===== config.mk =====
export PLATFORM = sky130hd
export DESIGN_NAME = acctr_cordic_cell
export DESIGN_NICKNAME = d
export VERILOG_FILES = /design/src/rtl/acctr_pkg.sv /design/src/rtl/acctr_cordic_cell.sv
export SDC_FILE = /design/constraint.sdc
export NUM_CORES = 1
export LEC_CHECK = 0
export ABC_AREA = 1
export BUFFER_PORTS_ARGS = -buffer_cell sky130_fd_sc_hd__buf_2
export CAP_MARGIN = 0
export CORE_ASPECT_RATIO = 1.25
export CORE_MARGIN = 2
export CORE_UTILIZATION = 30
export CTS_CLUSTER_SIZE = 16
export DETAILED_ROUTE_END_ITERATION = 8
export PLACE_DENSITY = 0.56
export SLEW_MARGIN = 30
export SYNTH_ARGS = -nofsm -noshare
export SYNTH_HDL_FRONTEND = slang
export SYNTH_SLANG_ARGS = --single-unit

===== constraint.sdc =====
create_clock -name clk -period 3.2 [get_ports clk]
set_clock_uncertainty 0.2 [all_clocks]
set_input_delay 0.16 -clock clk [delete_from_list [all_inputs] [get_ports clk]]
set_output_delay 0.16 -clock clk [all_outputs]
set_load 0.03 [all_outputs]

===== src/rtl/acctr_pkg.sv =====
package acctr_pkg;

  localparam int SAMPLE_BITS_DEF  = 10;
  localparam int CORDIC_STEPS_DEF = 16;

  localparam int TWO_PI_Q12   = 25736;
  localparam int PI_Q12       = 12868;
  localparam int INV_GAIN_Q16 = 39797;
  localparam int GUARD_BITS   = 8;
  localparam int DEG180_U     = 737280;
  localparam int ROLL_LIM     = 2880;
  localparam int PITCH_LIM    = 1440;

  localparam int VEC_W   = 27;
  localparam int ACC_W   = 23;
  localparam int ROLL_W  = 13;
  localparam int PITCH_W = 12;
  localparam int ADDR_W  = 5;
  localparam int DATA_W  = 32;

  typedef enum logic [2:0] {
    REG_X_MIN = 3'd0,
    REG_X_MAX = 3'd1,
    REG_Y_MIN = 3'd2,
    REG_Y_MAX = 3'd3,
    REG_Z_MIN = 3'd4,
    REG_Z_MAX = 3'd5
  } cal_reg_t;

  // Arctangent of 2^-i in 1/4096 degree.
  function automatic int atan_tab(input int i);
    case (i)
      0:  atan_tab = 184320;
      1:  atan_tab = 108810;
      2:  atan_tab = 57492;
      3:  atan_tab = 29184;
      4:  atan_tab = 14649;
      5:  atan_tab = 7331;
      6:  atan_tab = 3667;
      7:  atan_tab = 1833;
      8:  atan_tab = 917;
      9:  atan_tab = 458;
      10: atan_tab = 229;
      11: atan_tab = 115;
      12: atan_tab = 57;
      13: atan_tab = 29;
      14: atan_tab = 14;
      15: atan_tab = 7;
      16: atan_tab = 4;
      17: atan_tab = 2;
      18: atan_tab = 1;
      default: atan_tab = 0;
    endcase
  endfunction

endpackage


===== src/rtl/acctr_cordic_cell.sv =====
module acctr_cordic_cell #(
  parameter int STEP = 0
) (
  input  logic                                clk,
  input  logic                                en,
  input  logic signed [acctr_pkg::VEC_W-1:0]  x_i,
  input  logic signed [acctr_pkg::VEC_W-1:0]  y_i,
  input  logic signed [acctr_pkg::ACC_W-1:0]  acc_i,
  output logic signed [acctr_pkg::VEC_W-1:0]  x_o,
  output logic signed [acctr_pkg::VEC_W-1:0]  y_o,
  output logic signed [acctr_pkg::ACC_W-1:0]  acc_o
);

  localparam logic signed [acctr_pkg::ACC_W-1:0] ANGLE =
    acctr_pkg::ACC_W'(acctr_pkg::atan_tab(STEP));

  logic signed [acctr_pkg::VEC_W-1:0] sx;
  logic signed [acctr_pkg::VEC_W-1:0] sy;
  logic                               up;

  always_comb begin
    sx = x_i >>> STEP;
    sy = y_i >>> STEP;
    up = !y_i[acctr_pkg::VEC_W-1];
  end

  always_ff @(posedge clk) begin
    if (en) begin
      x_o   <= up ? x_i + sy : x_i - sy;
      y_o   <= up ? y_i - sx : y_i + sx;
      acc_o <= up ? acc_i + ANGLE : acc_i - ANGLE;
    end
  end

endmodule

# Word-level counts from Yosys, hierarchy flattened
# Index checks and enable logic that the tools add are counted.
# totals
ff_bits,77
input_bits,79
output_inout_bits,77
# classes
addsub,5
n_mux,3
# op_table
cell,n
two-way mux 27 bit,2
subtractor 27 bit,2
adder 27 bit,1
adder 23 x 19 -> 23 bit (second input constant),1
two-way mux 23 bit,1
subtractor 23 x 19 -> 23 bit (second input constant),1

# Longest topological paths before layout
# Gate-level depths: netlist (run 1).
# depth
depth_word,2
depth_mapped,16
depth_no_buf,15

# Worst setup path before layout (run 1)
# No wires, ideal clock.
# synth_timing
path_type,input -> register
startpoint,input y_i[26] (netlist name)
endpoint,register acc_o[20] (netlist name) (data pin)
setup_time_ps,260
arrival_ps,1854
required_time_ps,2740
slack_ps,886
path_stages,13
path_buffers,2
cell_sequence,clkbuf_1 inv_2 buf_2 fa_1 inv_1 nand3_1 nand2_1 nand2_1 nand2_1 nand2_1 a21oi_1 nor2_1 xor2_1
# synth_between
elab_chain_len,1
# synth_lines
item,line_no,text
start: declaration,acctr_cordic_cell.sv:7,"input logic signed [acctr_pkg::VEC_W-1:0] y_i,"
two-way mux 23 bit,acctr_cordic_cell.sv:31,acc_o <= up ? acc_i + ANGLE : acc_i - ANGLE;
end signal: assignment,acctr_cordic_cell.sv:31,
end: declaration,acctr_cordic_cell.sv:11,output logic signed [acctr_pkg::ACC_W-1:0] acc_o
# Every way passes these cells.
# A chain may end at the register's enable or synchronous reset.

# Worst setup path in the final report (run 1)
# layout_timing
startpoint,input x_i[19] (netlist name)
endpoint,register x_o[22] (netlist name) (data pin)
# layout_between
elab_chain_len,2
# layout_lines
item,line_no,text
start: declaration,acctr_cordic_cell.sv:6,"input logic signed [acctr_pkg::VEC_W-1:0] x_i,"
adder 27 bit / subtractor 27 bit (equally long branches),acctr_cordic_cell.sv:29,x_o <= up ? x_i + sy : x_i - sy;
two-way mux 27 bit (*),acctr_cordic_cell.sv:29,
end signal: assignment,acctr_cordic_cell.sv:29,
end: declaration,acctr_cordic_cell.sv:9,"output logic signed [acctr_pkg::VEC_W-1:0] x_o,"
# Every way passes the cells marked *; elsewhere a longest branch is shown, timed or not.

==> results.json, run 1 <==
{
  "drtAntennaViolNets": 0,
  "clk_pin_slew_worst_paths_ps": 70,
  "setup_violations": 0,
  "gp_congestion": 0.989,
  "path_max_fanout": 11,
  "yosys.area_share.simple": 0.325,
  "final_nets": 1611,
  "syn_area_per_cell_um2": 6.60,
  "rsz0062_at_grt": "false",
  "synthesis.area_mm2": 0.00850,
  "powerDensity_mw_per_mm2": 399,
  "cp-start-kind": "input pin",
  "crit_required_ps": 3110,
  "rows": 68,
  "post-place-ws_ps": 474,
  "period_share": 0.748,
  "post-dp-hpwl_mm": 24.1,
  "drt_pass1_iterations": 7,
  "min_from": "y_i[0]",
  "drtIter0Drc": 687,
  "cts_resized": 0,
  "maxCapViolations": 0,
  "cts_tree": "done",
  "critPathCaptureType": "register",
  "cts_sinks": 76,
  "ctsHoldBuffers": 14,
  "crit_top_cell": "nand2_1",
  "clockRootBuffer": "clkbuf_16",
  "cp_slowest_cell": "ha_1",
  "synthAdderAreaFrac": 0.137,
  "vias": 8841,
  "netSwitchingFraction": 0.421,
  "area_delta_synth_final_pct": 17.2,
  "coreArea_mm2": 0.0277,
  "synth_top_family_by_area": "simple AND/OR/NAND/NOR gates",
  "worstPathArrival_ps": 2300,
  "die_area_mm2": 0.0297,
  "grt_max_degree": 61,
  "cts_buffers": 9,
  "cp_slowest_stage_delay_ps": 560,
  "layout_commonest_cell": "nand2_1",
  "portBuffers": 155,
  "hold_violations": 0,
  "ir_drop_uv": 205,
  "post-route-drc-count": 0,
  "wl_per_cell_um": 16.4,
  "drive_gt1_frac": 0.129,
  "overflow": 0,
  "path_buf_inv": 2,
  "crit_chain": "buf_2 -> inv_1 -> ha_1 -> nand2_1 -> nor2_1 -> nand2_1 -> nor2_1 -> nand2_1 -> nand3_1 -> nand2_1 -> nand3_1 -> nand2_1",
  "viasPerCell": 4.92,
  "n_antenna_cell": 0,
  "min_path_type": "input pin to register",
  "die_w_um": 155,
  "fin_setup_tns_ps": 0,
  "synth_cell_types": 41,
  "muxShareOfSynthArea": 0,
  "pwr-share-seq": 0.329,
  "h-tree-depth": 3,
  "initial_core_util": 0.307,
  "ys_warn_count": 0,
  "power_frac_clock": 0.239,
  "p_leak_nw": 5.23,
  "synth_compound_area_frac": 0.119,
  "drt-total-wl_mm": 29.4,
  "ys_ff_latch": 76,
  "synthXorXnorAreaFrac": 0.0340,
  "switchingPower_mw": 1.67,
  "drv_slew": 0,
  "clock_path_buffers": 2,
  "layout_common_cells": "397 x nand2_1, 206 x inv_1, 154 x buf_2",
  "status": "completed",
  "die_height_um": 192,
  "final_util": 0.359,
  "gr-usage-all-layers": 0.200,
  "crit_family": "simple AND/OR/NAND/NOR gates",
  "grt_pass1_vias": 8877,
  "synthesis.nets": 1459,
  "period_minus_slack_ps": 2390,
  "synth_cells": 1289,
  "critical_path_class": "input pin to register",
  "num_io_pins": 156,
  "grt_pass1_wl_mm": 46.0,
  "internal_power_mw": 2.30,
  "max_freq_mhz": 418,
  "p_comb_frac": 0.432,
  "slew_headroom": 0.410,
  "fin_ws_ps": 808,
  "antenna_found_initial": 0,
  "worstMarginPinSlew_ps": 886,
  "seq_area_frac_synth": 0.268,
  "startpoint": "x_i[19]",
  "postCtsSetupBuffers": 0
}
## per-stage QoR
step | hold slack, ps | power, mW | instance area [um2] | cells
floorplan | 58.9 | 2.49 | 8500 | 1289
global placement | 138 | 3.02 | 9560 | 1766
detailed placement | 138 | 3.02 | 9560 | 1766
CTS | 12.9 | 4.00 | 9960 | 1796
global route | 49.6 | 4.23 | 9960 | 1796
finish | 27.3 | 3.98 | 9960 | 1796
## cell usage after synthesis (all sizes together)
library cell  number  share of area
and2               2         0.0015
inv              207          0.091
o21bai            16          0.014
a21oi             92          0.055
nor2             101          0.046
o22ai              4         0.0029
nand2            399           0.18
nand3            114          0.067
o21ai             59          0.035
a31oi              7         0.0051
nor2b              1        0.00074
edfxtp            76           0.27
xnor2              5         0.0051
nor4               1        0.00074
a21o               2         0.0018
a21boi             3         0.0026
xor2              28          0.029
fa                 4         0.0094
clkbuf             8         0.0037
or2                1        0.00074
nand3b             1        0.00088
and3               1        0.00074
buf               27          0.021
nor3b              1        0.00088
a211oi             1        0.00088
ha                87           0.13
nand4             30          0.022
nor3               9         0.0071
o21a               1        0.00088
o221ai             1         0.0010
## tightest hold or removal path: cells and delay by family
kind	cells	cell delay, ps
adder cells (fa/ha/maj)	1	120
buffers and inverters	2	130
## worst paths after layout
check | cells past startpoint | slack, ps | end
setup / recovery | 12 | 810 | x_o[22]
hold / removal | 3 | 30 | x_o[0]
## cells by family (layout without fill, tap and decap cells)
kind of cell	count (synthesis)	count (layout)
buf+inv	242	399
xor+xnor	33	33
fa+ha+maj	91	91
simple gates	661	661
compound gates	186	186
flops	76	76
## cell type report
| class | instances | area (um2) |
|---|---|---|
| clock buffer | 11 | 233 |
| sequential | 76 | 2280 |
| tap | 350 | 438 |
| fill | 3060 | 17800 |
| inverter | 207 | 777 |
| clock inverter | 5 | 28.8 |
| multi-input combinational | 971 | 5240 |
| timing repair buffer | 176 | 971 |
## flip-flops by register name (all words and copies together), names as in the netlist
signal / count
x_o: 27
acc_o: 23
y_o: 26
## power by group through the flow
stage / sequential [mW] / clock (mW) / combinational [mW]
after floorplan: 1.60 / 0 / 0.888
after global placement: 1.33 / 0 / 1.68
after detailed placement: 1.33 / 0 / 1.69
after CTS: 1.31 / 0.978 / 1.71
after global routing: 1.32 / 1.01 / 1.90
final: 1.31 / 0.949 / 1.72
## metal layers
layer  vias to the layer above  global-route usage  part of all wire
li1                       4467                   -                 -
met1                      4073               0.242              0.44
met2                       252               0.359              0.49
met3                        49              0.0212             0.040
met4                         0              0.0862             0.035
met5                         -                   0                 0
No activity file was read; power rests on OpenSTA's default activity.
==> run 2, diff against run 1 <==
--- a/config.mk
+++ b/config.mk
@@ -5,7 +5,7 @@
 export SDC_FILE = /design/constraint.sdc
 export NUM_CORES = 1
 export LEC_CHECK = 0
-export ABC_AREA = 1
+export ABC_AREA = 0
 export BUFFER_PORTS_ARGS = -buffer_cell sky130_fd_sc_hd__buf_2
 export CAP_MARGIN = 0
 export CORE_ASPECT_RATIO = 1.25
@@ -13,7 +13,7 @@
 export CORE_UTILIZATION = 30
 export CTS_CLUSTER_SIZE = 16
 export DETAILED_ROUTE_END_ITERATION = 8
-export PLACE_DENSITY = 0.56
+export PLACE_DENSITY = 0.57
 export SLEW_MARGIN = 30
 export SYNTH_ARGS = -nofsm -noshare
 export SYNTH_HDL_FRONTEND = slang
==> constraint.sdc (replaced) <==
create_clock -name clk -period 2.44 [get_ports clk]
set_clock_uncertainty 0.2 [all_clocks]
set_input_delay 0.122 -clock clk [delete_from_list [all_inputs] [get_ports clk]]
set_output_delay 0.122 -clock clk [all_outputs]
set_load 0.03 [all_outputs]
==> run 2 against run 1 <==
- via count fell by 22%
- critical path depth did not move
- final area rose by 3.3%
- setup slack got worse by 760 ps
- die area fell by 17%
- sequential share of layout area fell by 0.73 points
- final cell count fell by 22%
- power rose by 41%
- clock power rose by 42%
- utilization rose by 8.9 points
==> results.json, run 2 <==
{
  "status": "completed",
  "muxShareOfSynthArea": 0.0216,
  "grt_pass1_vias": 6977,
  "synth_edf_count": 76,
  "critPathCaptureType": "register",
  "min_from": "y_i[0]",
  "rsz0062_at_grt": "true",
  "max_freq_mhz": 419,
  "rows": 62,
  "critical_path_class": "input pin to register",
  "min_path_type": "input pin to register",
  "largest_register_ffs": 27,
  "seq_area_frac_synth": 0.325,
  "regMostFlops": "x_o",
  "synth_top_cell_area_share": 0.325,
  "die_w_um": 141,
  "period_share": 0.979,
  "post-route-drc-count": 0,
  "antenna_found_initial": 0,
  "drtAntennaViolNets": 0,
  "cp_slowest_stage_delay_ps": 340,
  "synthesis.area_mm2": 0.00702,
  "clk_pin_slew_worst_paths_ps": 60,
  "maxCapViolations": 0,
  "powerDensity_mw_per_mm2": 545,
  "viasPerCell": 4.91,
  "hold_ws_ps": 37.3,
  "synth_top_family_by_area": "compound AO/OA/AOI/OAI gates",
  "drtIter0Drc": 428,
  "n_antenna_cell": 0,
  "fillCellCount": 2248,
  "vias": 6868,
  "period_minus_slack_ps": 2390,
  "internal_power_mw": 3.54,
  "die_height_um": 175,
  "hold_path_depth": 3,
  "switchingPower_mw": 2.07,
  "portBuffers": 155,
  "grt_max_degree": 77,
  "gp_congestion": 0.919,
  "cts_tree": "done",
  "post-dp-hpwl_mm": 17.7,
  "num_io_pins": 156,
  "path_max_fanout": 3,
  "area_delta_synth_final_pct": 46.6,
  "drt-total-wl_mm": 21.9,
  "syn_area_per_cell_um2": 9.09,
  "final_area_mm2": 0.0103,
  "coreArea_mm2": 0.0230,
  "synth_ff_type": "edfxtp_1",
  "synthTopCellsByCount": "87 x ha_1, 83 x inv_1, 76 x edfxtp_1",
  "worstMarginPinSlew_ps": 504,
  "placed_area_mm2": 0.00949,
  "drt_pass1_iterations": 5,
  "top_regs": "x_o: 27 flops, y_o: 26 flops, acc_o: 23 flops",
  "synth_cell_types": 74,
  "synth_cells": 772,
  "power_frac_clock": 0.240,
  "drive_gt1_frac": 0.387,
  "synth_area_leader_cell": "edfxtp_1",
  "synth.most_common_cell": "ha_1",
  "grt_pass1_wl_mm": 34.7,
  "clockRootBuffer": "clkbuf_16",
  "synthesis.nets": 942,
  "gr-usage-all-layers": 0.175,
  "ys_warn_count": 0,
  "p_leak_nw": 4.71,
  "crit_chain": "buf_2 -> ha_2 -> fa_2 -> and2b_2 -> o21ai_4 -> a31oi_4 -> nand3_2 -> a21o_1 -> buf_4 -> o21ai_0 -> a21o_1 -> xnor2_1",
  "synth.area.top_cells": "edfxtp_1 33%, ha_1 16%, xnor2_1 5.9%",
  "drv_slew": 0,
  "cts_sinks": 76,
  "wl_per_cell_um": 15.6,
  "worstPathArrival_ps": 2280,
  "layout_common_cells": "187 x buf_4, 151 x buf_2, 79 x inv_1",
  "crit_top_cell": "a21o_1",
  "synthAdderAreaFrac": 0.166,
  "setup_violations": 0,
  "initial_core_util": 0.306,
  "ys_ff_latch": 76,
  "hold_violations": 0,
  "ys_async_sr_fraction": 0,
  "die_area_mm2": 0.0246,
  "synthXorXnorAreaFrac": 0.0724,
  "overflow": 0,
  "netSwitchingFraction": 0.369,
  "p_comb_frac": 0.448,
  "yosys.area_share.simple": 0.119,
  "cts_buffers": 9,
  "layout_commonest_cell": "buf_4",
  "cp_slowest_cell": "fa_2",
  "h-tree-depth": 3,
  "crit_required_ps": 2330,
  "slew_headroom": 0.660,
  "pwr-share-seq": 0.312,
  "synth_compound_area_frac": 0.226,
  "cp-start-kind": "input pin",
  "ir_drop_uv": 318,
  "clock_path_buffers": 2,
  "min_to": "x_o[0]",
  "final_nets": 1276
}
## run 2: cell type report
type | instances | area, um2 | share of cell area
flip-flops and latches | 76 | 2280 | 0.222
well taps | 288 | 360 | 0.0350
repair buffers | 358 | 2390 | 0.232
clock buffers | 9 | 225 | 0.0219
clock inverters | 7 | 75.1 | 0.00729
multi-input cells | 575 | 4630 | 0.450
inverters | 86 | 332 | 0.0322
## run 2: critical path: cells and delay by family
kind            cells  cell delay, ps
compound gates      5             860
xor+xnor            1             120
fa+ha+maj           2             550
buf+inv             2             260
simple gates        2             360
## run 2: logic make-up (layout without fill, tap and decap cells)
logic type,Yosys count,in the layout
AND/OR/NAND/NOR,170,170
flip-flops,76,76
multiplexers,15,15
AO/OA/AOI/OAI,241,241
adder cells (fa/ha/maj),91,91
buffers and inverters,121,460
XOR/XNOR,58,58
## run 2: power by group through the flow
stage	Sequential [mW]	Clock, mW	Combinational (mW)
after floorplan	2.20	0	0.990
after global placement	1.77	0	2.36
after detailed placement	1.78	0	2.37
after CTS	1.76	1.38	2.41
after global routing	1.77	1.44	2.71
final	1.75	1.35	2.51
## run 2: per-layer routing
layer  vias up  routed length (um)  track usage
li1       3437                   -            -
met1      3183                9970        0.234
met2       211               10300        0.287
met3        37                1050       0.0293
met4         0                 589       0.0613
met5         -                   0            0
## run 2: worst max path at each step
stage / end / from / slack [ps]
4_1_cts: y_o[26] / y_i[0] / 1
2_1_floorplan: y_o[26] / x_i[4] / -4
3_5_place_dp: x_o[26] / x_i[6] / -500
3_3_place_gp: y_o[24] / x_i[7] / -450
5_1_grt: x_o[14] / y_i[0] / -20
6_report: x_o[20] / y_i[0] / 50
## run 2: timing repair
item	CTS	global route
endpoints found under the hold margin	15	0
pin swaps	2	19
endpoints found under the setup margin	12	27
hold buffers	14	0
gates resized for setup	10	60
setup buffers	0	3
## run 2: through the flow
stage | cells | setup TNS (ps) | worst slack [ps] | util | total power [mW]
2_1_floorplan | 772 | -7.21 | -3.61 | - | 3.19
3_3_place_gp | 1366 | -10520 | -454 | 0.413 | 4.13
3_5_place_dp | 1366 | -11410 | -500 | 0.413 | 4.16
4_1_cts | 1396 | 0 | 1.04 | 0.435 | 5.55
5_1_grt | 1399 | -61.2 | -24.4 | 0.448 | 5.92
6_report | 1399 | 0 | 52.1 | 0.448 | 5.61
