<file path="config.mk">
export PLATFORM = sky130hd
export DESIGN_NAME = acctr_div_cell
export DESIGN_NICKNAME = d
export VERILOG_FILES = /design/src/rtl/acctr_pkg.sv /design/src/rtl/acctr_div_cell.sv
export SDC_FILE = /design/constraint.sdc
export NUM_CORES = 1
export LEC_CHECK = 0
export ABC_AREA = 0
export ABC_CLOCK_PERIOD_IN_PS = 3400
export BUFFER_PORTS_ARGS = -buffer_cell sky130_fd_sc_hd__buf_4
export CORE_ASPECT_RATIO = 1.1
export CORE_MARGIN = 8
export CORE_UTILIZATION = 46
export DETAILED_ROUTE_END_ITERATION = 7
export PLACE_DENSITY = 0.79
export SYNTH_ARGS = -nofsm -noshare
export SYNTH_HDL_FRONTEND = slang
export SYNTH_SLANG_ARGS = --single-unit
</file>
<file path="constraint.sdc">
create_clock -name clk -period 3.4 [get_ports clk]
set_clock_uncertainty 0.05 [all_clocks]
set_input_delay 0.85 -clock clk [delete_from_list [all_inputs] [get_ports clk]]
set_output_delay 0.85 -clock clk [all_outputs]
set_load 0.01 [all_outputs]
</file>
<file path="src/rtl/acctr_pkg.sv">
package acctr_pkg;

  localparam int SAMPLE_BITS_DEF  = 10;
  localparam int CORDIC_STEPS_DEF = 16;

  localparam int TWO_PI_Q12   = 25736;
  localparam int PI_Q12       = 12868;
  localparam int INV_GAIN_Q16 = 39797;
  localparam int GUARD_BITS   = 8;
  localparam int DEG180_U     = 737280;
  localparam int ROLL_LIM     = 2880;
  localparam int PITCH_LIM    = 1440;

  localparam int VEC_W   = 27;
  localparam int ACC_W   = 23;
  localparam int ROLL_W  = 13;
  localparam int PITCH_W = 12;
  localparam int ADDR_W  = 5;
  localparam int DATA_W  = 32;

  typedef enum logic [2:0] {
    REG_X_MIN = 3'd0,
    REG_X_MAX = 3'd1,
    REG_Y_MIN = 3'd2,
    REG_Y_MAX = 3'd3,
    REG_Z_MIN = 3'd4,
    REG_Z_MAX = 3'd5
  } cal_reg_t;

  // Arctangent of 2^-i in 1/4096 degree.
  function automatic int atan_tab(input int i);
    case (i)
      0:  atan_tab = 184320;
      1:  atan_tab = 108810;
      2:  atan_tab = 57492;
      3:  atan_tab = 29184;
      4:  atan_tab = 14649;
      5:  atan_tab = 7331;
      6:  atan_tab = 3667;
      7:  atan_tab = 1833;
      8:  atan_tab = 917;
      9:  atan_tab = 458;
      10: atan_tab = 229;
      11: atan_tab = 115;
      12: atan_tab = 57;
      13: atan_tab = 29;
      14: atan_tab = 14;
      15: atan_tab = 7;
      16: atan_tab = 4;
      17: atan_tab = 2;
      18: atan_tab = 1;
      default: atan_tab = 0;
    endcase
  endfunction

endpackage

</file>
<file path="src/rtl/acctr_div_cell.sv">
module acctr_div_cell #(
  parameter int SB = acctr_pkg::SAMPLE_BITS_DEF,
  parameter int NB = acctr_pkg::SAMPLE_BITS_DEF + 16
) (
  input  logic          clk,
  input  logic          en,
  input  logic [SB-1:0] rem_i,
  input  logic [NB-1:0] num_i,
  input  logic [SB-1:0] den_i,
  output logic [SB-1:0] rem_o,
  output logic [NB-1:0] num_o,
  output logic [SB-1:0] den_o
);

  logic [SB:0] trial;
  logic [SB:0] diff;
  logic        ge;

  always_comb begin
    trial = {rem_i, num_i[NB-1]};
    diff  = trial - {1'b0, den_i};
    ge    = (trial >= {1'b0, den_i});
  end

  always_ff @(posedge clk) begin
    if (en) begin
      rem_o <= ge ? diff[SB-1:0] : trial[SB-1:0];
      num_o <= {num_i[NB-2:0], ge};
      den_o <= den_i;
    end
  end

endmodule

</file>
Word-level counts from Yosys, hierarchy flattened

Cells that the tools add are included.

Register bits: 46
Bits in latches: 0
Bits in writable memories: 0
Memory bits (read-only): 0
Bits of input ports: 48
Output and inout port bits: 46
Logic and storage cells: 6
Memories: 0

Add/subtract/negate cells: 1
Multipliers: 0
Div/mod/pow operators: 0
Order comparisons: 1
Equal/unequal tests: 0
Shift operators: 0
Multiplexer cells: 1
Bitwise operators: 0
Reductions and logical operators: 0

Operators with widths:

| cell                                             | number |
|---|---|
| 11-bit by 10-bit >= comparator with 1-bit output | 1 |
| 10-bit 2-to-1 mux                                | 1 |
| 10-bit subtractor                                | 1 |

Longest topological paths before layout

Gate-level depths: netlist of the first run.

Word-level depth: 2
Depth in mapped cells: 9
Mapped depth without buffers: 9

Least setup slack after synthesis of the first run

OpenSTA, ideal clock, no wires.

Path kind: in2reg
From: in num_i[25]
To: reg rem_o[8] (data pin)
Setup time: 0.260 ns
Arrival time: 2.454 ns
Data required time: 3.090 ns
Setup slack: 0.636 ns
Stages on the path: 9
Path buffers: 0
Cell sequence: inv_1 > ha_1 > inv_1 > fa_1 > a211oi_1 > o21bai_1 > a221oi_1 > xnor2_1 > mux2_4

Longest elaborated chain between the ends: 2
Elaborated cells on any way between the ends: 3
Classes of those cells: add/sub: 1; order compare: 1; mux: 1

RTL lines:

| what                                                                                  | RTL line                                   | RTL |
|---|---|---|
| start, declared                                                                       | acctr_div_cell.sv:8                        | `input logic [NB-1:0] num_i,` |
| 10-bit subtractor or 11-bit by 10-bit >= comparator with 1-bit output (tied branches) | acctr_div_cell.sv:21, acctr_div_cell.sv:22 |  |
| 10-bit 2-to-1 mux *                                                                   | acctr_div_cell.sv:27                       | `rem_o <= ge ? diff[SB-1:0] : trial[SB-1:0];` |
| end signal, assigned                                                                  | acctr_div_cell.sv:27                       |  |
| end, declared                                                                         | acctr_div_cell.sv:10                       | `output logic [SB-1:0] rem_o,` |

Every way passes the cells marked *; elsewhere a longest branch is shown, timed or not.
A chain may end at the register's enable or synchronous reset.

Worst setup path in the final report of the first run

Ends and elaborated chain as after synthesis.

==> run summary, run 1 <==
run status -> finished clean
vias in the first global route -> 1358
final core occ -> 0.672
sequential fraction of the synthesis area -> 0.689
clock tree sinks -> 46
Startpoint Class -> input port
Max Transition Viols Final -> 0
ANT nets after route -> 0
share of the synthesized area in the top cell type -> 0.689
most frequent cells in the layout -> buf_4 (93), edfxtp_1 (46), inv_1 (12)
core area -> 4250 um^2
top cells by area, synth -> edfxtp_1 (69%), ha_1 (6.2%), mux2_4 (5.2%), inv_1 (2.2%), xnor2_1 (2.2%)
dpl ws -> 383 ps
dpl cells -> 268
Ys Warns -> 0
CP bufs+invs -> 3
grt ovf -> 0
Initial Util -> 0.471
ant diodes -> 0
Synth Area per Inst -> 16.6 um^2
period utilization -> 0.795
number of setup buffers added after CTS -> 0
max-cap check violation count -> 0
# rows -> 25
Hold Crit Depth -> 1
first-pass GRT wire length -> 7040 um
slowest CP cell -> fa_1
Post-Syn Area -> 2000 um^2
CP endpoint kind -> register
die area -> 6730 um^2
clock transition at the registers of the reported paths -> 90 ps
clk buf depth -> 2
Mapped Nets -> 180
commonest non-fill, non-tap cell in the layout -> buf_4
total wire length -> 4660 um
LEAKAGE -> 1.26 nW
Worst VDD drop -> 0.241 mV
crit-path max FO -> 3
DR vias -> 1368
cell accounting for the most synthesized area -> edfxtp_1
clock root cell -> clkbuf_8
Fmax -> 370 MHz
CP peak stage delay -> 410 ps
Top delay family on crit path -> compound AO/OA/AOI/OAI gates
Synth Instances -> 121
routed vias/inst -> 4.96
Max transition margin -> 0.621
Critical Path RT -> 3410 ps
non-filler cells, final -> 276
crit path DAT -> 2710 ps
RSZ-0062 raised after global routing -> false
Cell Chain, Critical Path -> buf_4 -> inv_1 -> ha_1 -> inv_1 -> fa_1 -> a211oi_1 -> o21bai_1 -> a221oi_1 -> xnor2_1 -> mux2_4
port bufs -> 93
hold endpoint -> num_o[6]$_DFFE_PP_
GRT Overall Usage -> 0.135
final number of setup-violating endpoints -> 0
DRC -> 0
P&R area growth vs syn -> 42.7%
post-synth cell types -> 32
average wire per standard cell -> 16.9 um
Horiz. Die Dim -> 78.9 um
largest net degree at the start of global routing -> 47
detailed placement HPWL -> 3730 um
TritonRoute pass-1 iters -> 4
final worst slack -> 697 ps
DR iter-0 viols -> 85
CTS Buf Count -> 5
post-CTS sizing -> 0
actual slew at the worst max-slew pin -> 568 ps
I/O pin count -> 94
Fin. Hold Viols -> 0
crit path time final -> 2700 ps
most used cell, CP -> inv_1
post-synthesis register bit count -> 46
Die Y -> 85.2 um
H-tree lvl count -> 2
setup TNS -> 0 ps
Hold Path Origin -> num_i[5]
Hold Path Class -> input port to register
hold_buf cts -> 0
TritonCTS clock tree -> done
CP Class -> input port to register
fin nets -> 280
GPL Wtd Cong -> 0.814
initial antenna violation count -> 0
PD cells -> 465 nW/um^2
share of layout cells above drive strength 1 -> 0.509
worst hold slack -> 671 ps
## metrics by stage
stage / instance area [um^2] / power [mW]
2_1_floorplan: 2000 / 0.857
3_3_place_gp: 2770 / 1.01
3_5_place_dp: 2770 / 1.02
4_1_cts: 2860 / 1.35
5_1_grt: 2860 / 1.39
6_report: 2860 / 1.33
## sequential cells by signal, indices dropped and copies added, names as in the netlist
| register | flops |
|---|---|
| den_o | 10 |
| num_o | 26 |
| rem_o | 10 |
## final cells by class
cell class,instances,area [um^2]
well taps,54,67.6
clock buffers,5,68.8
flip-flops and latches,46,1380
repair buffers,93,698
fillers,320,1390
inverters,13,51.3
multi-input cells,62,572
clock inverters,3,21.3
## Yosys cell counts (all sizes together)
cell	instances
xnor2	5
o21a	2
ha	10
a2111oi	1
nand2b	1
nand3b	1
o31a	1
xor2	2
nand3	2
o211ai	1
mux2	8
nor2	3
edfxtp	46
nor2b	1
inv	13
o31ai	1
a21o	2
nor4	2
nand2	5
a21oi	5
a211oi	2
and3	1
o21ai	2
fa	1
mux2i	1
o21bai	1
a221oi	1
## metal layers
layer  share of wire  track usage  wire (um)  up-vias
met2            0.45        0.207       2110       76
met4           0.017       0.0523         79        0
met1            0.42        0.165       1980      632
met5               0            0          0        -
met3            0.11       0.0560        494        8
li1                -            -          -      652
## power by group
group / total [mW] / switching [mW] / internal, mW / leakage [nW]
logic: 0.293 / 0.130 / 0.163 / 0.768
registers: 0.704 / 0.0155 / 0.689 / 0.450
clock network: 0.331 / 0.187 / 0.144 / 0.0441
total: 1.33 / 0.333 / 0.996 / 1.26
## cells by family (layout without fill, tap and decap cells)
| logic type | Yosys count | count (layout) | share of synthesized area |
|---|---|---|---|
| flip-flops | 46 | 46 | 0.689 |
| AO/OA/AOI/OAI | 19 | 19 | 0.0774 |
| AND/OR/NAND/NOR | 16 | 16 | 0.0418 |
| buffers and inverters | 13 | 114 | 0.0256 |
| adder cells (fa/ha/maj) | 11 | 11 | 0.0724 |
| multiplexers | 9 | 9 | 0.0630 |
| XOR/XNOR | 7 | 7 | 0.0306 |
## worst max path at each step
stage / from / end / slack [ps] / depth (start not counted)
after detailed placement: num_i[25] / rem_o[8]$_DFFE_PP_ / 380 / 10
after global routing: num_i[25] / rem_o[8]$_DFFE_PP_ / 550 / 10
after global placement: num_i[25] / rem_o[8]$_DFFE_PP_ / 430 / 10
after floorplan: num_i[25] / rem_o[8]$_DFFE_PP_ / 640 / 9
final: num_i[25] / rem_o[8]$_DFFE_PP_ / 700 / 10
after CTS: num_i[25] / rem_o[8]$_DFFE_PP_ / 700 / 10
(Power assumes the default switching activity.)
==> run 2, diff against run 1 <==
- ABC_AREA: 0 -> 1
- ABC_CLOCK_PERIOD_IN_PS: 3400 -> 2400
- CORE_UTILIZATION: 46 -> 42
- PLACE_DENSITY: 0.79 -> 0.75
- clock period: 3.4 -> 2.4 ns (I/O delays scaled with it)
==> run 2 against run 1 <==
- highest routed layer unchanged
- first-iteration DRC count down 15%
- combinational power up 44%
- hold slack worse by 240 ps
- sequential power up 41%
- critical endpoint is now rem_o[9]$_DFFE_PP_
- utilization down 7.2 points
- critical path type unchanged
- final area up 4.2%
- sequential share of layout area down 2.0 points
- non-clock buffer count up 1
- power up 40%
- final cell count up 24%
- clock power up 34%
- die area up 14%
==> run summary, run 2 <==
Fmax -> 502 MHz
Die Y -> 90.9 um (+6.7%)
CP peak stage delay -> 350 ps (-60 ps)
period utilization -> 0.830
Post-Synth XOR/XNOR Area -> 0.0123 (-0.0183)
Synth Instances -> 183 (+51%)
crit-path max FO -> 13 (+10)
post-synthesis register bit count -> 46 (unchanged)
number of synthesized flops with an enable pin -> 46 (unchanged)
crit path DAT -> 2000 ps (-710 ps)
clock root cell -> clkbuf_8
CTS Buf Count -> 5 (unchanged)
port bufs -> 93 (unchanged)
largest net degree at the start of global routing -> 47 (unchanged)
commonest non-fill, non-tap cell in the layout -> buf_4
biggest regs -> num_o (26), den_o (10), rem_o (10)
mux cell area share after synthesis -> 0 (-0.0630)
most numerous cell in the Yosys netlist -> nand2_1
P&R area growth vs syn -> 39.0%
H-tree lvl count -> 2 (unchanged)
Fin. Hold Viols -> 0 (unchanged)
Ys Warns -> 0 (unchanged)
Hold Crit Depth -> 1 (unchanged)
routed vias/inst -> 4.73 (-4.6%)
DR iter-0 viols -> 72 (-15%)
post-synth cell types -> 24 (-25%)
Final Total Pwr -> 1.86 mW (+40%)
actual slew at the worst max-slew pin -> 572 ps (+3.68 ps)
Hold Path Origin -> num_i[11]
final number of setup-violating endpoints -> 0 (unchanged)
setup TNS -> 0 ps (unchanged)
Mapped Nets -> 242 (+34%)
LEAKAGE -> 1.43 nW (+13%)
top cells by area, synth -> edfxtp_1 (64%), nand2_1 (9.1%), ha_1 (5.8%), inv_1 (4.7%), nand2_2 (2.6%)
simple-gate share of the synthesized area -> 0.198 (+0.157)
number of setup buffers added after CTS -> 0 (unchanged)
core area -> 4970 um^2 (+17%)
Horiz. Die Dim -> 84.1 um (+6.6%)
Critical Path RT -> 2410 ps (-1000 ps)
Finished Cell Area -> 2980 um^2 (+4.2%)
FFs w/ async S/R, synth -> 0 (unchanged)
most used cell, CP -> nand2_1
Post-Syn Area -> 2140 um^2 (+7.0%)
PD cells -> 623 nW/um^2 (+34%)
crit path time final -> 1990 ps
worst hold slack -> 429 ps (-242 ps)
CP endpoint kind -> register
Reg with most FFs -> num_o
total wire length -> 5030 um (+7.8%)
GPL Wtd Cong -> 0.874 (+7.3%)
dpl cells -> 334 (+25%)
TritonCTS clock tree -> done
CP Class -> input port to register
run status -> finished clean
Worst Setup SP -> rem_i[7]
Compound-Gate Fraction of Synth Area -> 0.0193 (-0.0582)
max-cap check violation count -> 0 (unchanged)
most frequent cells in the layout -> buf_4 (94), nand2_1 (52), edfxtp_1 (46)
non-filler cells, final -> 341 (+24%)
Initial Util -> 0.432 (-0.0393)
first-pass GRT wire length -> 8100 um (+15%)
Synth Area per Inst -> 11.7 um^2 (-29%)
# rows -> 27 (+8.0%)
sequential fraction of the synthesis area -> 0.644 (-0.0450)
Max transition margin -> 0.619 (-0.00245)
Adder-Cell Fraction of Synth Area -> 0.0677 (-0.00473)
ant diodes -> 0 (unchanged)
Worst VDD drop -> 0.274 mV (+13%)
dpl ws -> 99.2 ps (-284 ps)
Max Transition Viols Final -> 0 (unchanged)
clock transition at the registers of the reported paths -> 90 ps (about the same)
share of the synthesized area in the top cell type -> 0.644 (-0.0450)
DRC -> 0 (unchanged)
GRT Overall Usage -> 0.130 (-0.00545)
slowest CP cell -> ha_1
grt ovf -> 0 (unchanged)
fin nets -> 342 (+22%)
clock tree sinks -> 46 (unchanged)
final worst slack -> 408 ps (-289 ps)
DR vias -> 1613 (+18%)
I/O pin count -> 94 (unchanged)
cell accounting for the most synthesized area -> edfxtp_1
Top delay family on crit path -> simple AND/OR/NAND/NOR gates
Hold Path Class -> input port to register
hold endpoint -> num_o[12]$_DFFE_PP_
TritonRoute pass-1 iters -> 4 (unchanged)
max FFs per register -> 26 (unchanged)
post-CTS sizing -> 0 (unchanged)
RSZ-0062 raised after global routing -> false
die area -> 7650 um^2 (+14%)
dpl cell area -> 2900 um^2 (+4.8%)
hold_buf cts -> 0 (unchanged)
initial antenna violation count -> 0 (unchanged)
share of layout cells above drive strength 1 -> 0.428 (-0.0814)
ANT nets after route -> 0 (unchanged)
clk buf depth -> 2 (unchanged)
final core occ -> 0.600 (-0.0719)
Startpoint Class -> input port
average wire per standard cell -> 14.7 um (-13%)
largest family of logic cells by synthesized area -> simple AND/OR/NAND/NOR gates
Cell Chain, Critical Path -> buf_4 -> ha_1 -> nand2_1 -> nor2_1 -> nand3_1 -> and2_4 -> nand2_4 -> inv_2 -> nand2_1 -> nand2_2
top cells by count, synth -> nand2_1 (52), edfxtp_1 (46), inv_1 (27)
top_reg_cell synth -> edfxtp_1
vias in the first global route -> 1654 (+22%)
CP bufs+invs -> 2 (-1)
detailed placement HPWL -> 3910 um (+4.7%)
==> run 2: cell count changes after synthesis, moves of 2 or more <==
cell,previous run,this run
nor2_1,3,5
nand3_2,1,4
nand3_1,1,8
xnor2_1,5,0
a21o_1,2,0
nor2_2,0,2
nand2_1,5,52
nand2_2,0,9
nor4_1,2,0
mux2_4,7,0
inv_1,12,27
==> run 2: cells by family after synthesis <==
group	count (synthesis)
AND/OR/NAND/NOR	87
flip-flops	46
buffers and inverters	29
adder cells (fa/ha/maj)	11
AO/OA/AOI/OAI	7
XOR/XNOR	3
==> run 2: area by class of cell <==
class	count	area, um^2
Multi-Input combinational cell	108	638
Timing Repair Buffer	94	706
Inverter	28	105
Clock inverter	2	10.0
Sequential cell	46	1380
Clock buffer	5	68.8
Tap cell	58	72.6
Fill cell	418	1980
==> run 2: power by group <==
group          total (mW)  switching [mW]  internal, mW
sequential          0.992          0.0187         0.973
clock               0.444           0.248         0.196
combinational       0.423           0.216         0.207
==> run 2: routing by layer <==
layer / track usage / routed length (um)
met1: 0.147 / 2130
met2: 0.212 / 2370
met3: 0.0518 / 443
met4: 0.0562 / 75
met5: 0 / 0
==> run 2: worst max-delay path by stage <==
stage / to / slack [ps] / cells past startpoint
floorplan: rem_o[9]$_DFFE_PP_ / 380 / 11
global placement: rem_o[9]$_DFFE_PP_ / 120 / 10
detailed placement: rem_o[9]$_DFFE_PP_ / 100 / 10
CTS: rem_o[9]$_DFFE_PP_ / 420 / 10
global route: rem_o[9]$_DFFE_PP_ / 260 / 10
finish: rem_o[9]$_DFFE_PP_ / 410 / 10
==> run 3, diff against run 2 <==
- ABC_CLOCK_PERIOD_IN_PS: 2400 -> 2000
- CORE_UTILIZATION: 42 -> 47
- PLACE_DENSITY: 0.75 -> 0.79
- clock period: 2.4 -> 2 ns (I/O delays scaled with it)
==> run 3 against run 2 <==
- sequential share of layout area shrank 2.5 points
- largest power group unchanged
- worst setup slack lost 240 ps
- power grew 31%
- final cell count grew 4.4%
- critical path type unchanged
==> run summary, run 3 (synthesis gave the netlist of run 2 again) <==
run status -> finished clean
ANT nets after route -> 0 (unchanged)
I/O pin count -> 94 (unchanged)
P_int -> 1.83 mW (+33%)
Max Transition Viols Final -> 0 (unchanged)
detailed placement HPWL -> 4180 um (+6.9%)
Reg with most FFs -> num_o
max FFs per register -> 26 (unchanged)
slowest CP cell -> ha_1
DR iter-0 viols -> 63 (-13%)
crit path time final -> 1830 ps
power share of the clock group -> 0.282 (+0.043)
RSZ-0062 raised after global routing -> false
DRC -> 0 (unchanged)
setup TNS -> 0 ps (unchanged)
biggest regs -> num_o (26), den_o (10), rem_o (10)
met3 WL -> 553 um (+25%)
Detail Route met2 WL -> 2520 um (+6.3%)
GRT Overall Usage -> 0.148 (+0.0177)
clock root cell -> clkbuf_8
total wire length -> 5220 um (+3.9%)
GPL Wtd Cong -> 0.834 (-4.5%)
LEAKAGE -> 1.53 nW (+7.1%)
CP Class -> input port to register
dpl cells -> 348 (+4.2%)
P&R area growth vs syn -> 47.1%
Fin. Hold Viols -> 0 (unchanged)
Die Y -> 86.8 um (-4.5%)
M1 wire length -> 2070 um (-3.0%)
Critical Path RT -> 2130 ps (-280 ps)
Final Total Pwr -> 2.43 mW (+31%)
clock tree sinks -> 46 (unchanged)
routed vias/inst -> 4.74 (+0.12%)
port bufs -> 93 (unchanged)
crit path DAT -> 1950 ps (-50 ps)
Sequential Power Share -> 0.490 (-0.044)
fin nets -> 360 (+5.3%)
die area -> 6980 um^2 (-8.7%)
Worst VDD drop -> 0.392 mV (+43%)
average wire per standard cell -> 14.7 um (-0.46%)
H-tree lvl count -> 2 (unchanged)
TritonCTS clock tree -> done
Max transition margin -> 0.628 (+0.00901)
DR vias -> 1686 (+4.5%)
CP peak stage delay -> 340 ps (about the same)
combinational share of power -> 0.228 (about the same)
most frequent cells in the layout -> buf_4 (112), nand2_1 (52), edfxtp_1 (46)
dpl cell area -> 3030 um^2 (+4.5%)
core area -> 4350 um^2 (-12%)
Initial Util -> 0.493 (+0.0614)
crit-path max FO -> 13 (unchanged)
Cell Chain, Critical Path -> buf_4 -> ha_1 -> nand2_1 -> inv_1 -> a21oi_2 -> nand2_2 -> nand2_2 -> nand2_8 -> inv_2 -> nand2_1 -> nand2_2
largest net degree at the start of global routing -> 47 (unchanged)
max-cap check violation count -> 0 (unchanged)
most used cell, CP -> nand2_2
CTS Buf Count -> 5 (unchanged)
Finished Cell Area -> 3150 um^2 (+5.8%)
max layer used -> met4
grt ovf -> 0 (unchanged)
net switching fraction of the power -> 0.249 (-0.0109)
final number of setup-violating endpoints -> 0 (unchanged)
Horiz. Die Dim -> 80.4 um (-4.4%)
Fmax -> 547 MHz
clk buf depth -> 2 (unchanged)
NetSw -> 0.605 mW (+25%)
Startpoint Class -> input port
period utilization -> 0.913
post-CTS sizing -> 0 (unchanged)
final core occ -> 0.725 (+0.125)
# rows -> 25 (-7.4%)
hold_buf cts -> 0 (unchanged)
CP bufs+invs -> 3 (+1)
Top delay family on crit path -> simple AND/OR/NAND/NOR gates
commonest non-fill, non-tap cell in the layout -> buf_4
initial antenna violation count -> 0 (unchanged)
vias in the first global route -> 1657 (+0.18%)
first-pass GRT wire length -> 7980 um (-1.5%)
actual slew at the worst max-slew pin -> 559 ps (-13.5 ps)
non-filler cells, final -> 356 (+4.4%)
ant diodes -> 0 (unchanged)
CP endpoint kind -> register
PD cells -> 771 nW/um^2 (+24%)
number of setup buffers added after CTS -> 0 (unchanged)
share of layout cells above drive strength 1 -> 0.464 (+0.0360)
Hold Path Class -> input port to register
clock transition at the registers of the reported paths -> 90 ps (about the same)
TritonRoute pass-1 iters -> 4 (unchanged)
run 3: cell count changes in the layout (fill, tap and decap cells not counted), sizes merged:
cell / previous run / this run
buf: 94 / 112
inv: 28 / 29
clkinv: 2 / 1
bufinv: 0 / 1
run 3: final timing paths:
path | from | end | slack [ps] | cells after the start
max | rem_i[5] | rem_o[9]$_DFFE_PP_ | 170 | 11
min | num_i[12] | num_o[13]$_DFFE_PP_ | 320 | 1
run 3: layout make-up:
cell class | instances | area (um^2)
clock buffers | 5 | 68.8
clock inverters | 3 | 43.8
fillers | 280 | 1190
inverters | 28 | 105
multi-input cells | 108 | 647
flip-flops and latches | 46 | 1380
well taps | 54 | 67.6
repair buffers | 112 | 841
run 3: power groups by stage:
| stage | clock, mW | sequential, mW | combinational, mW |
|---|---|---|---|
| 3_3_place_gp | 0 | 1.21 | 0.546 |
| 5_1_grt | 0.730 | 1.20 | 0.612 |
| 6_report | 0.685 | 1.19 | 0.555 |
| 3_5_place_dp | 0 | 1.22 | 0.559 |
| 4_1_cts | 0.707 | 1.19 | 0.561 |
| 2_1_floorplan | 0 | 1.26 | 0.201 |
run 3: per-layer routing:
layer  track usage  vias up
li1              -      841
met1         0.166      765
met2         0.251       74
met3        0.0445        6
met4        0.0596        0
met5             0        -
run 3: metrics by stage:
step                worst slack, ps  hold WS [ps]
floorplan                      76.0           549
global placement               -181           628
detailed placement             -210           629
CTS                             112           314
global route                   29.6           311
finish                          173           324
